===== src/hw/rtl/csvp_pkg.sv =====
package csvp_pkg;

   localparam logic [7:0] QUOTE_BYTE     = 8'h22;
   localparam logic [7:0] SEPARATOR_RST  = 8'd44;

   // Byte address of the separator register
   localparam int unsigned CSR_ADDR_W    = 3;
   localparam logic [CSR_ADDR_W-1:0] CSR_SEPARATOR = 3'd0;

   typedef enum logic [2:0] {
      MODE_START  = 3'd0,
      MODE_PLAIN  = 3'd1,
      MODE_QUOTED = 3'd2,
      MODE_QSEEN  = 3'd3,
      MODE_DROP   = 3'd4
   } mode_type;

   typedef enum logic [1:0] {
      STATUS_OK        = 2'd0,
      STATUS_NEED_MORE = 2'd1,
      STATUS_ERROR     = 2'd2
   } status_type;

   typedef struct packed {
      mode_type mode;
      logic     after_sep;
   } state_type;

   typedef struct packed {
      logic [7:0] out_byte;
      logic       byte_valid;
      logic       field_end;
      logic       record_done;
      status_type status;
   } result_type;

endpackage


===== src/hw/rtl/csvp_step.sv =====
// Next-state and result logic for one record byte or end mark.
module csvp_step (
   input  csvp_pkg::state_type  state,
   input  logic [7:0]           in_byte,
   input  logic                 end_of_record,
   input  logic [7:0]           separator,
   output csvp_pkg::state_type  state_next,
   output logic                 has_result,
   output csvp_pkg::result_type result
);

   logic is_q;
   logic is_s;

   assign is_q = (in_byte == csvp_pkg::QUOTE_BYTE);
   assign is_s = (in_byte == separator);

   always_comb begin
      state_next         = state;
      has_result         = 1'b0;
      result.out_byte    = 8'd0;
      result.byte_valid  = 1'b0;
      result.field_end   = 1'b0;
      result.record_done = 1'b0;
      result.status      = csvp_pkg::STATUS_OK;

      case (state.mode)
         csvp_pkg::MODE_PLAIN: begin
            if (end_of_record) begin
               has_result          = 1'b1;
               result.field_end    = 1'b1;
               result.record_done  = 1'b1;
               state_next.mode     = csvp_pkg::MODE_START;
               state_next.after_sep = 1'b0;
            end else if (is_s) begin
               has_result          = 1'b1;
               result.field_end    = 1'b1;
               state_next.mode     = csvp_pkg::MODE_START;
               state_next.after_sep = 1'b1;
            end else if (is_q) begin
               state_next.mode = csvp_pkg::MODE_DROP;
            end else begin
               has_result        = 1'b1;
               result.out_byte   = in_byte;
               result.byte_valid = 1'b1;
            end
         end
         csvp_pkg::MODE_QUOTED: begin
            if (end_of_record) begin
               // field stays open into the next record
               has_result         = 1'b1;
               result.record_done = 1'b1;
               result.status      = csvp_pkg::STATUS_NEED_MORE;
            end else if (is_q) begin
               state_next.mode = csvp_pkg::MODE_QSEEN;
            end else begin
               has_result        = 1'b1;
               result.out_byte   = in_byte;
               result.byte_valid = 1'b1;
            end
         end
         csvp_pkg::MODE_QSEEN: begin
            if (end_of_record) begin
               has_result          = 1'b1;
               result.field_end    = 1'b1;
               result.record_done  = 1'b1;
               state_next.mode     = csvp_pkg::MODE_START;
               state_next.after_sep = 1'b0;
            end else if (is_q) begin
               has_result        = 1'b1;
               result.out_byte   = csvp_pkg::QUOTE_BYTE;
               result.byte_valid = 1'b1;
               state_next.mode   = csvp_pkg::MODE_QUOTED;
            end else if (is_s) begin
               has_result          = 1'b1;
               result.field_end    = 1'b1;
               state_next.mode     = csvp_pkg::MODE_START;
               state_next.after_sep = 1'b1;
            end else begin
               state_next.mode = csvp_pkg::MODE_DROP;
            end
         end
         csvp_pkg::MODE_DROP: begin
            if (end_of_record) begin
               has_result          = 1'b1;
               result.record_done  = 1'b1;
               result.status       = csvp_pkg::STATUS_ERROR;
               state_next.mode     = csvp_pkg::MODE_START;
               state_next.after_sep = 1'b0;
            end
         end
         default: begin
            if (end_of_record) begin
               has_result          = 1'b1;
               result.field_end    = state.after_sep;
               result.record_done  = 1'b1;
               state_next.mode     = csvp_pkg::MODE_START;
               state_next.after_sep = 1'b0;
            end else if (is_q) begin
               state_next.mode     = csvp_pkg::MODE_QUOTED;
               state_next.after_sep = 1'b0;
            end else if (is_s) begin
               has_result          = 1'b1;
               result.field_end    = 1'b1;
               state_next.mode     = csvp_pkg::MODE_START;
               state_next.after_sep = 1'b1;
            end else begin
               has_result          = 1'b1;
               result.out_byte     = in_byte;
               result.byte_valid   = 1'b1;
               state_next.mode     = csvp_pkg::MODE_PLAIN;
               state_next.after_sep = 1'b0;
            end
         end
      endcase
   end

endmodule


===== src/hw/rtl/csv_record_parser_core.sv =====
// CSV record parser core.
// req_ channel: one transfer per record byte (req_in_byte), or an end-of-record
//   mark (req_end_of_record = 1, byte ignored).
// rsp_ channel: zero or one transfer per request: a field byte (byte_valid),
//   a field close (field_end), or a record close (record_done + status:
//   0 ok, 1 need more, 2 error).  Bytes that produce nothing (opening quote,
//   first of a doubled quote, dropped bytes after an error) give no transfer.
// csr_ port: APB-style, separator register at byte address 0 (reset ',').
//   Change it only while the core is idle.
// Output: each result is registered in the output register, or in the skid register while rsp_ is stalled.
// Throughput: one request per cycle while req_stall is low; the parse state is a
//   3-bit mode plus one flag updated per taken request, so each byte depends only on it.
// Stall: while rsp_stall is high the output register holds its transfer and
//   one more result is caught in a skid register; req_stall rises only when
//   that skid register is full.
// Reset (synchronous): parser back to field start, separator to ',', both
//   output registers empty.
module csv_record_parser_core (
   input  logic                                  clock,
   input  logic                                  reset,
   // request channel
   input  logic                                  req_valid,
   output logic                                  req_stall,
   input  logic [7:0]                            req_in_byte,
   input  logic                                  req_end_of_record,
   // result channel
   output logic                                  rsp_valid,
   input  logic                                  rsp_stall,
   output logic [7:0]                            rsp_out_byte,
   output logic                                  rsp_byte_valid,
   output logic                                  rsp_field_end,
   output logic                                  rsp_record_done,
   output logic [1:0]                            rsp_status,
   // configuration port
   input  logic                                  csr_psel,
   input  logic                                  csr_penable,
   input  logic                                  csr_pwrite,
   input  logic [csvp_pkg::CSR_ADDR_W-1:0]       csr_paddr,
   input  logic [31:0]                           csr_pwdata,
   output logic [31:0]                           csr_prdata,
   output logic                                  csr_pready
);

   logic [7:0]           separator_ff;
   logic [7:0]           separator_in;
   csvp_pkg::state_type  state_ff;
   csvp_pkg::state_type  state_in;
   logic                 out_valid_ff;
   logic                 out_valid_in;
   csvp_pkg::result_type out_data_ff;
   csvp_pkg::result_type out_data_in;
   logic                 skid_valid_ff;
   logic                 skid_valid_in;
   csvp_pkg::result_type skid_data_ff;
   csvp_pkg::result_type skid_data_in;

   csvp_pkg::state_type  step_next;
   csvp_pkg::result_type step_result;
   logic                 step_has;
   logic                 req_take;
   logic                 new_result;
   logic                 out_free;
   logic                 csr_write;
   logic                 csr_hit;

   // --- configuration ---
   assign csr_pready = 1'b1;
   assign csr_hit    = (csr_paddr == csvp_pkg::CSR_SEPARATOR);
   assign csr_write  = csr_psel & csr_penable & csr_pwrite & csr_pready;
   assign csr_prdata = csr_hit ? {24'd0, separator_ff} : 32'd0;

   always_comb begin
      separator_in = separator_ff;
      if (csr_write && csr_hit) begin
         separator_in = csr_pwdata[7:0];
      end
   end

   // --- parse step ---
   csvp_step u_step (
      .state         (state_ff),
      .in_byte       (req_in_byte),
      .end_of_record (req_end_of_record),
      .separator     (separator_ff),
      .state_next    (step_next),
      .has_result    (step_has),
      .result        (step_result)
   );

   // Requests are refused only when the skid register already holds a result.
   assign req_stall  = skid_valid_ff;
   assign req_take   = req_valid & ~req_stall;
   assign new_result = req_take & step_has;
   assign state_in   = req_take ? step_next : state_ff;

   // --- output register with skid ---
   assign out_free = ~out_valid_ff | ~rsp_stall;

   always_comb begin
      out_valid_in  = out_valid_ff;
      out_data_in   = out_data_ff;
      skid_valid_in = skid_valid_ff;
      skid_data_in  = skid_data_ff;
      if (out_free) begin
         if (skid_valid_ff) begin
            // no request taken this cycle, so just drain the skid
            out_valid_in  = 1'b1;
            out_data_in   = skid_data_ff;
            skid_valid_in = 1'b0;
         end else begin
            out_valid_in = new_result;
            out_data_in  = step_result;
         end
      end else if (new_result) begin
         skid_valid_in = 1'b1;
         skid_data_in  = step_result;
      end
   end

   always_ff @(posedge clock) begin
      if (reset) begin
         separator_ff  <= csvp_pkg::SEPARATOR_RST;
         state_ff      <= '{mode: csvp_pkg::MODE_START, after_sep: 1'b0};
         out_valid_ff  <= 1'b0;
         skid_valid_ff <= 1'b0;
      end else begin
         separator_ff  <= separator_in;
         state_ff      <= state_in;
         out_valid_ff  <= out_valid_in;
         skid_valid_ff <= skid_valid_in;
      end
   end

   always_ff @(posedge clock) begin
      out_data_ff  <= out_data_in;
      skid_data_ff <= skid_data_in;
   end

   assign rsp_valid       = out_valid_ff;
   assign rsp_out_byte    = out_data_ff.out_byte;
   assign rsp_byte_valid  = out_data_ff.byte_valid;
   assign rsp_field_end   = out_data_ff.field_end;
   assign rsp_record_done = out_data_ff.record_done;
   assign rsp_status      = out_data_ff.status;

endmodule

===== config.mk =====
export PLATFORM = sky130hd
export DESIGN_NAME = csv_record_parser_core
export DESIGN_NICKNAME = d
export VERILOG_FILES = /design/src/hw/rtl/csvp_pkg.sv /design/src/hw/rtl/csvp_step.sv /design/src/hw/rtl/csv_record_parser_core.sv
export SDC_FILE = /design/constraint.sdc
export NUM_CORES = 1
export LEC_CHECK = 0
export ABC_AREA = 1
export ABC_CLOCK_PERIOD_IN_PS = 4050
export BUFFER_PORTS_ARGS = -buffer_cell sky130_fd_sc_hd__clkbuf_2
export CORE_ASPECT_RATIO = 0.6
export CORE_MARGIN = 3
export CORE_UTILIZATION = 40
export CTS_CLUSTER_DIAMETER = 30
export DETAILED_ROUTE_END_ITERATION = 8
export HOLD_SLACK_MARGIN = 0.02
export PLACE_DENSITY = 0.68
export SYNTH_ARGS = -nofsm -noshare
export SYNTH_HDL_FRONTEND = slang
export SYNTH_HIERARCHICAL = 1
export SYNTH_SLANG_ARGS = --single-unit

===== constraint.sdc =====
create_clock -name clock -period 4.05 [get_ports clock]
set_clock_uncertainty 0.2 [all_clocks]
set_input_delay 0.405 -clock clock [delete_from_list [all_inputs] [get_ports clock]]
set_output_delay 0.405 -clock clock [all_outputs]
set_load 0.005 [all_outputs]

==> flow_metrics.tcl, run 1 <==
set metrics [dict create \
    cp.buffers_inverters 3 \
    totalNegativeSetupSlack_ns 0 \
    hold_viol_final 0 \
    cts_setup_buffers 0 \
    fmax_mhz 442 \
    clk_latency_ns 0.29 \
    dieArea_sq_um 7150 \
    grt_overflow_total 0 \
    antenna_cells 0 \
    crit_cells 6 \
    numClockSinks 40 \
    setup-violations-final 0 \
    synth-edff-count 26 \
    drive_gt1_share_pct 23.1 \
    fin_crit_sh_pct 55.8 \
    yosys_warnings 6 \
    cts_resized 0 \
    mostFrequentLayoutCells "nand2_1 (84), clkbuf_2 (49), nor2_1 (34)" \
    cp_max_fo 26 \
    ant_nets 0 \
    nets 410 \
    worstPathArrival_ns 2.05 \
    report.final.slew_viol_count 0 \
    dr.pass1.iters 4 \
    reg2regPathDepth 9 \
    grt_setup_unrepaired "false" \
    wl_per_cell_um 11.9 \
    synthDistinctLibCells 33 \
    final.min_clock_period_ns 2.26 \
    drtIter0Drc 112 \
    grt_pass1_vias 1822 \
    worst_setup_path_start_kind "primary input" \
    io_pins 99 \
    ctsRootBufferMaster "clkbuf_8" \
    ys.flop_type "edfxtp_1" \
    leakagePower_nw 1.33 \
    cts.clk_slew.worst_paths_ns 0.07 \
    whs_path_depth 2 \
    post-route-drc-count 0 \
    status "finished, final reports clean" \
    critPathRequiredTime_ns 3.84 \
    cp_slowest_cell "clkinv_1" \
    gp_congestion 0.899 \
    hold_path.class "primary input to flop" \
    h-tree-depth 2 \
    start_util_pct 42.7 \
    grt_pass1_wl_mm 8.45 \
    synth_top_family_by_area "simple AND/OR/NAND/NOR gates" \
    yosys.area_share.simple_pct 33.6 \
    die_w_um 107 \
    coreArea_sq_um 5750 \
    cpPeakStageDelay_ns 0.56 \
    numPortBuffers 49 \
    netlist_area_sq_um 2460 \
    maxCapViolCount 0 \
    cts_tree "done" \
    fillCellCount 595 \
    cts_buffers 5 \
    crit_type "primary input to flop" \
    finalWirelength_mm 5.22 \
    grt_usage_pct 15.1 \
    syn_area_per_cell_sq_um 7.87 \
    synthArstFlopShare_pct 0 \
    synth-seq-cells 40 \
    dpl.hpwl_mm 4.09 \
    row_count 21 \
    synthXorXnorAreaFrac_pct 1.43 \
    maxSlewHeadroom_pct 55.3 \
    end_kind "flop" \
    max_slew.worst_pin.slew_ns 0.666 \
    whs_ns 0.0996 \
    synth_compound_area_share_pct 5.45 \
    grt_max_degree 27 \
    synth_mux_area_share_pct 0 \
    vias 2073 \
    critical_path.top_delay_family "buffers and inverters" \
    grt_antenna_before_repair 0 \
    die_y_um 66.7 \
    path_cells "clkbuf_2 > clkinv_1 > a31oi_1 > nand2_1 > nor2_1 > buf_4" \
    irDropWorstVdd_v 0.000176 \
    syn_inst 312 \
    cts_hold_buffers 0 \
    final_common_cell "nand2_1" \
    synth-adder-area-share_pct 0 \
    p_per_area_nw_per_um2 343 \
    synth-seq-area-share_pct 43.2 \
    ctsLongestPathBuffers 2 \
    viasPerCell 4.71 \
    syn_to_final_growth_pct 12.5 \
]
[cells in the mapped netlist (3+ instances only)]
library cell	count	share of area (%)
a21oi_1	4	0.82
buf_2	3	0.61
buf_4	26	7.9
dfxtp_1	14	11
edfxtp_1	26	32
inv_1	31	4.7
inv_2	3	0.46
nand2_1	84	13
nand2_2	3	0.76
nand3_1	27	5.5
nand4_1	12	3.1
nor2_1	34	5.2
nor2_2	4	1.0
nor2_4	4	1.8
o21ai_0	7	1.4
o21ai_2	3	1.1
xnor2_1	3	1.1
[flip-flops by register name (all words and copies together) (netlist names)]
signal	cells
rsp_out_byte	8
rsp_status	2
skid_data_ff	13
rsp_field_end	1
req_stall	1
rsp_record_done	1
separator_ff	8
state_ff	4
rsp_valid	1
rsp_byte_valid	1
[layout make-up]
| type | instances | area, sq um | area share [%] |
|---|---|---|---|
| Timing Repair Buffer | 50 | 253 | 9.15 |
| Clock buffer | 6 | 72.6 | 2.63 |
| Multi-Input combinational cell | 224 | 1090 | 39.4 |
| Sequential cell | 40 | 1060 | 38.4 |
| Tap cell | 80 | 100 | 3.62 |
| Inverter | 38 | 153 | 5.53 |
| Clock inverter | 2 | 35.0 | 1.27 |
[cells by family (layout without fill, tap and decap cells)]
kind of cell	Yosys count	count (layout)
compound gates	20	20
xor+xnor	4	4
buf+inv	71	96
flops	40	40
other cells	2	25
simple gates	175	175
[where the power goes]
part           internal (W)  switching, W  total [W]
sequential         0.000464     0.0000110   0.000475
combinational     0.0000539     0.0000963   0.000150
clock              0.000183      0.000138   0.000321
[worst paths after layout]
kind                startpoint              end  slack [ns]
max reg2reg        state_ff[1]  skid_data_ff[5]        1.86
min reg2reg    separator_ff[2]  separator_ff[2]        0.31
max          req_end_of_record  skid_data_ff[5]        1.79
min                      reset        rsp_valid         0.1
[metrics by stage]
step | cell area, sq um | power (W) | instances | setup WS (ns) | util, %
finish | 2760 | 0.000946 | 440 | 1.79 | 48.0
CTS | 2760 | 0.000951 | 440 | 1.82 | 48.0
global placement | 2660 | 0.000631 | 432 | 1.61 | 46.1
floorplan | 2540 | 0.000595 | 335 | 1.79 | -
global route | 2760 | 0.000994 | 440 | 1.61 | 48.0
detailed placement | 2660 | 0.000634 | 432 | 1.52 | 46.1
[per-layer routing]
metal | routed length (um) | GRT usage, % | share of wire (%)
met1 | 2590 | 22.2 | 50
met2 | 2200 | 22.4 | 42
met3 | 405 | 3.48 | 7.8
met4 | 29 | 3.83 | 0.56
met5 | 0 | 0 | 0
Note: power is estimated with default switching activity, not from simulation.
==> inputs of run 2 (changes only) <==
--- a/config.mk
+++ b/config.mk
@@ -6,7 +6,7 @@
 export NUM_CORES = 1
 export LEC_CHECK = 0
 export ABC_AREA = 1
-export ABC_CLOCK_PERIOD_IN_PS = 4050
+export ABC_CLOCK_PERIOD_IN_PS = 2200
 export BUFFER_PORTS_ARGS = -buffer_cell sky130_fd_sc_hd__clkbuf_2
 export CORE_ASPECT_RATIO = 0.6
 export CORE_MARGIN = 3
==> constraint.sdc (replaced) <==
create_clock -name clock -period 2.2 [get_ports clock]
set_clock_uncertainty 0.2 [all_clocks]
set_input_delay 0.22 -clock clock [delete_from_list [all_inputs] [get_ports clock]]
set_output_delay 0.22 -clock clock [all_outputs]
set_load 0.005 [all_outputs]
==> run 2 against run 1 <==
Against the previous run:
- total power up 87%
- register-to-register slack worse by 1.7 ns
- setup slack worse by 1.7 ns
- non-clock buffer count up 9
- cell count up 2.0%
- core utilization up 2.0 points
- combinational power up 97%
- design area up 4.2%
- sequential share of layout area down 1.6 points
- sequential power up 84%
- sequential cell count unchanged
==> flow_metrics.tcl, run 2 (synthesis results as in run 1) <==
set metrics [dict create \
    cp_max_fo 13 \
    cts_tree "done" \
    postLayoutCoreUtil_pct 50.0 \
    numClockSinks 40 \
    report.final.slew_viol_count 0 \
    regMostFlops "skid_data_ff" \
    wl_per_cell_um 11.6 \
    met2_length_mm 2.16 \
    status "finished, final reports clean" \
    regArea_sq_um 1060 \
    dieArea_sq_um 7150 \
    nets 419 \
    cp_slowest_cell "dfxtp_1" \
    critPathRequiredTime_ns 2.01 \
    dr.pass1.iters 4 \
    worst_setup_path_start_kind "flop" \
    timing.critical_path.mode_cell "nor2_4" \
    power_switching_share_pct 26.6 \
    numPortBuffers 49 \
    antenna_cells 0 \
    io_pins 99 \
    worstPathArrival_ns 1.87 \
    hold_viol_final 0 \
    cts.clk_slew.worst_paths_ns 0.08 \
    mostFrequentLayoutCells "nand2_1 (84), clkbuf_2 (49), nor2_1 (33)" \
    drtIter0Drc 136 \
    die_y_um 66.7 \
    grt_max_degree 26 \
    start_util_pct 42.7 \
    internal-power_w 0.00130 \
    grt_setup_unrepaired "false" \
    p_comb_share_pct 16.7 \
    viasPerCell 4.65 \
    clkPwrFrac_pct 34.1 \
    setup-violations-final 0 \
    multiInputGateArea_sq_um 1110 \
    gp_congestion 0.857 \
    end_kind "flop" \
    final.min_clock_period_ns 2.06 \
    maxCapViolCount 0 \
    fin_crit_sh_pct 93.7 \
    syn_to_final_growth_pct 17.2 \
    grt_antenna_before_repair 0 \
    leakagePower_nw 1.38 \
    setup_slack_ns 0.139 \
    wl_met1_mm 2.58 \
    grt_overflow_total 0 \
    die_w_um 107 \
    crit_type "flop to flop" \
    final_common_cell "nand2_1" \
    highest_layer "met4" \
    coreArea_sq_um 5750 \
    post-route-drc-count 0 \
    fillCellCount 547 \
    grt_pass1_vias 1823 \
    cts_buffers 5 \
    grt_pass1_wl_mm 8.31 \
    h-tree-depth 2 \
    p_per_area_nw_per_um2 615 \
    path_cells "inv_1 > nor2_4 > inv_2 > nor2_4 > xor2_1 > a31oi_4 > nand2_1 > nor2_2 > buf_12" \
    irDropWorstVdd_v 0.000381 \
    cpPeakStageDelay_ns 0.40 \
    place_ws_ns 0.0819 \
    drive_gt1_share_pct 24.7 \
    seqPwrFrac_pct 49.3 \
    ctsRootBufferMaster "clkbuf_8" \
    p_sw_w 0.000471 \
    row_count 21 \
    dpl.hpwl_mm 4.03 \
    largest_reg_flops 13 \
    clk_latency_ns 0.29 \
    hold_path.class "primary input to flop" \
    dr_wl_met3_um 429 \
    fmax_mhz 485 \
    grt_usage_pct 14.7 \
    ctsLongestPathBuffers 2 \
    ant_nets 0 \
    vias 2090 \
    finalWirelength_mm 5.21 \
    totalNegativeSetupSlack_ns 0 \
]
run 2: cell type report:
| class | instances | area share [%] |
|---|---|---|
| multi-input combinational | 224 | 38.6 |
| sequential | 40 | 36.9 |
| timing repair buffer | 59 | 11.9 |
| inverter | 38 | 5.30 |
| tap | 80 | 3.48 |
| clock buffer | 5 | 2.39 |
| clock inverter | 3 | 1.48 |
run 2: worst paths after layout:
path / start / end / slack (ns) / depth (start not counted)
max: state_ff[1] / skid_data_ff[5] / 0.14 / 9
min: csr_pwdata[1] / separator_ff[1] / 0.02 / 5
max reg2reg: state_ff[1] / skid_data_ff[5] / 0.14 / 9
min reg2reg: separator_ff[5] / separator_ff[5] / 0.31 / 2
run 2: critical path, delay by kind of cell, from the launching register on:
| kind | cells | cell delay (ns) |
|---|---|---|
| buffers and inverters | 3 | 0.36 |
| xor gates and xnor gates | 1 | 0.13 |
| and+or+nand+nor | 4 | 0.52 |
| AOI/OAI and AO/OA | 1 | 0.18 |
| DFF | 1 | 0.40 |
run 2: timing repair:
item | CTS | global route
gates resized for setup | 0 | 3
buffers inserted | 0 | 0
endpoints found under the hold margin | 5 | 0
hold buffers | 4 | 0
setup endpoints to repair | 0 | 13
run 2: metrics by stage:
stage,total power (W),cell area (sq um),hold slack [ns],instances
after floorplan,0.00110,2540,0.0891,335
after global placement,0.00117,2710,0.215,437
after detailed placement,0.00117,2710,0.222,437
after CTS,0.00178,2860,0.0284,449
after global routing,0.00186,2880,0.0615,449
final,0.00177,2880,0.0241,449
run 2: power by group through the flow:
stage	sequential (W)	clock (W)	combinational (W)
floorplan	0.000893	0	0.000203
finish	0.000873	0.000603	0.000295
detailed placement	0.000891	0	0.000284
CTS	0.000873	0.000616	0.000291
global placement	0.000889	0	0.000280
global route	0.000879	0.000645	0.000334
run 2: routing by layer:
metal	track usage (%)	up-vias
li1	-	1073
met1	20.9	940
met2	22.4	72
met3	4.16	5
met4	2.87	0
met5	0	-
==> inputs of run 3 (changes only) <==
--- a/config.mk
+++ b/config.mk
@@ -7,14 +7,14 @@
 export LEC_CHECK = 0
 export ABC_AREA = 1
 export ABC_CLOCK_PERIOD_IN_PS = 2200
-export BUFFER_PORTS_ARGS = -buffer_cell sky130_fd_sc_hd__clkbuf_2
 export CORE_ASPECT_RATIO = 0.6
 export CORE_MARGIN = 3
 export CORE_UTILIZATION = 40
 export CTS_CLUSTER_DIAMETER = 30
 export DETAILED_ROUTE_END_ITERATION = 8
+export DONT_BUFFER_PORTS = 1
 export HOLD_SLACK_MARGIN = 0.02
-export PLACE_DENSITY = 0.68
+export PLACE_DENSITY = 0.54
 export SYNTH_ARGS = -nofsm -noshare
 export SYNTH_HDL_FRONTEND = slang
 export SYNTH_HIERARCHICAL = 1
==> run 3 against run 2 <==
Against the previous run:
- critical endpoint is now skid_data_ff[7]
- via count down 5.6%
- wire length is 3.7% higher
- register-to-register slack gained 0.02 ns
- clock power is 3% lower
==> flow_metrics.tcl, run 3 (synthesis results as in run 1) <==
set metrics [dict create \
    fmax_mhz 489 \
    coreArea_sq_um 5750 \
    regMostFlops "skid_data_ff" \
    grt_pass1_wl_mm 8.78 \
    multiInputGateArea_sq_um 1100 \
    syn_to_final_growth_pct 14.2 \
    io_pins 99 \
    regToRegStartpoint "state_ff[1]" \
    cp_slowest_cell "dfxtp_1" \
    worst_setup_path_start_kind "flop" \
    reg2reg_slack_ns 0.16 \
    vias 1972 \
    crit_type "flop to flop" \
    grt_overflow_total 0 \
    gp_congestion 0.852 \
    post-route-drc-count 0 \
    fillCellCount 570 \
    h-tree-depth 2 \
    clk_latency_ns 0.29 \
    numClockSinks 40 \
    ant_nets 0 \
    cp_max_fo 13 \
    leakagePower_nw 1.23 \
    postLayoutCoreUtil_pct 48.7 \
    ctsLongestPathBuffers 2 \
    whs_path_depth 2 \
    grt_usage_pct 15.8 \
    die_y_um 66.7 \
    p_comb_share_pct 14.5 \
    drtIter0Drc 79 \
    met2_length_mm 2.27 \
    largest_reg_flops 13 \
    p_sw_w 0.000431 \
    maxCapViolCount 0 \
    seqPwrFrac_pct 51.3 \
    grt_setup_unrepaired "false" \
    highest_layer "met4" \
    grt_pass1_vias 1818 \
    cts_tree "done" \
    report.final.slew_viol_count 0 \
    critPathRequiredTime_ns 2.00 \
    start_util_pct 42.7 \
    worstPathArrival_ns 1.85 \
    wl_met1_mm 2.70 \
    status "finished, final reports clean" \
    setup-violations-final 0 \
    power_switching_share_pct 25.2 \
    cts_setup_buffers 0 \
    internal-power_w 0.00128 \
    nets 389 \
    wl_per_cell_um 12.9 \
    numPortBuffers 0 \
    finalWirelength_mm 5.40 \
    regArea_sq_um 1060 \
    row_count 21 \
    irDropWorstVdd_v 0.000304 \
    ctsRootBufferMaster "clkbuf_8" \
    worstHoldStart "req_in_byte[3]" \
    totalNegativeSetupSlack_ns 0 \
    hold_path.class "primary input to flop" \
    cts_buffers 5 \
    dpl.hpwl_mm 4.00 \
    grt_max_degree 22 \
    drive_gt1_share_pct 11.8 \
    final_common_cell "nand2_1" \
    path_cells "inv_1 > nor2_4 > inv_2 > nor2_4 > xor2_1 > a31oi_1 > nand2_1 > nor2_2 > buf_12" \
    timing.critical_path.mode_cell "nor2_4" \
    viasPerCell 4.71 \
    end_kind "flop" \
    reg2regPathDepth 9 \
    mostFrequentLayoutCells "nand2_1 (84), nor2_1 (33), inv_1 (31)" \
    antenna_cells 0 \
    hold_viol_final 0 \
    clkPwrFrac_pct 34.3 \
    min_to "skid_data_ff[8]" \
    dr.pass1.iters 4 \
    cts.clk_slew.worst_paths_ns 0.08 \
    grt_antenna_before_repair 0 \
    fin_crit_sh_pct 92.9 \
    p_per_area_nw_per_um2 611 \
    finalPower_w 0.00171 \
    cpPeakStageDelay_ns 0.40 \
    final.min_clock_period_ns 2.04 \
    dr_wl_met3_um 398 \
    die_w_um 107 \
    rr_endpoint "skid_data_ff[7]" \
    dieArea_sq_um 7150 \
]
-- run 3: changes by cell type in the layout (fill, tap and decap cells not counted) --
cell / before / now
clkinvlp_4: 1 / 0
clkbuf_1: 0 / 1
clkbuf_2: 49 / 0
dlygate4sd3_1: 4 / 23
a31oi_4: 1 / 0
a31oi_1: 0 / 1
-- run 3: what timing repair did --
item / in CTS / in global routing
hold endpoints to repair: 22 / 0
hold buffers: 23 / 0
setup endpoints to repair: 0 / 13
gates resized for setup: 0 / 1
-- run 3: per-stage QoR --
step                instances  worst slack, ns  cell area, sq um  hold WS [ns]
global placement          388            0.106              2460        0.0936
floorplan                 335            0.155              2540        0.0891
global route              419           0.0198              2810        0.0258
finish                    419            0.155              2810        0.0274
CTS                       419           0.0730              2800        0.0232
detailed placement        388           0.0952              2460        0.0965
-- run 3: layout make-up --
cell class / instances / share of cell area (%)
inverter: 38 / 5.44
tap: 80 / 3.57
sequential: 40 / 37.8
multi-input combinational: 224 / 39.1
clock buffer: 6 / 2.59
clock inverter: 2 / 1.25
timing repair buffer: 29 / 10.3
-- run 3: worst max-delay path by stage --
stage                        to  cells past startpoint            start  slack, ns
4_1_cts         skid_data_ff[1]                      9      state_ff[1]       0.07
3_5_place_dp   skid_data_ff[10]                      9      state_ff[1]        0.1
2_1_floorplan   skid_data_ff[0]                      8      state_ff[1]       0.15
5_1_grt         skid_data_ff[1]                      9  separator_ff[5]       0.02
6_report        skid_data_ff[7]                      9      state_ff[1]       0.16
3_3_place_gp   skid_data_ff[10]                      9      state_ff[1]       0.11
-- run 3: critical path: cells and delay by family (launching register included) --
family	cells	cell delay [ns]
buffers and inverters	3	0.34
XOR/XNOR	1	0.08
AND/OR/NAND/NOR	4	0.51
AO/OA/AOI/OAI	1	0.23
flip-flops	1	0.40
-- run 3: power by group through the flow --
| stage | Sequential (W) | Clock, W | Combinational (W) |
|---|---|---|---|
| after floorplan | 0.000893 | 0 | 0.000203 |
| after detailed placement | 0.000897 | 0 | 0.000217 |
| after global placement | 0.000897 | 0 | 0.000215 |
| after CTS | 0.000880 | 0.000611 | 0.000247 |
| after global routing | 0.000885 | 0.000650 | 0.000283 |
| final | 0.000879 | 0.000587 | 0.000248 |
-- run 3: layer usage --
layer,track usage [%],vias to the layer above
met5,0,-
met4,2.87,0
met3,4.36,5
met2,25.0,70
met1,21.9,884
li1,-,1013
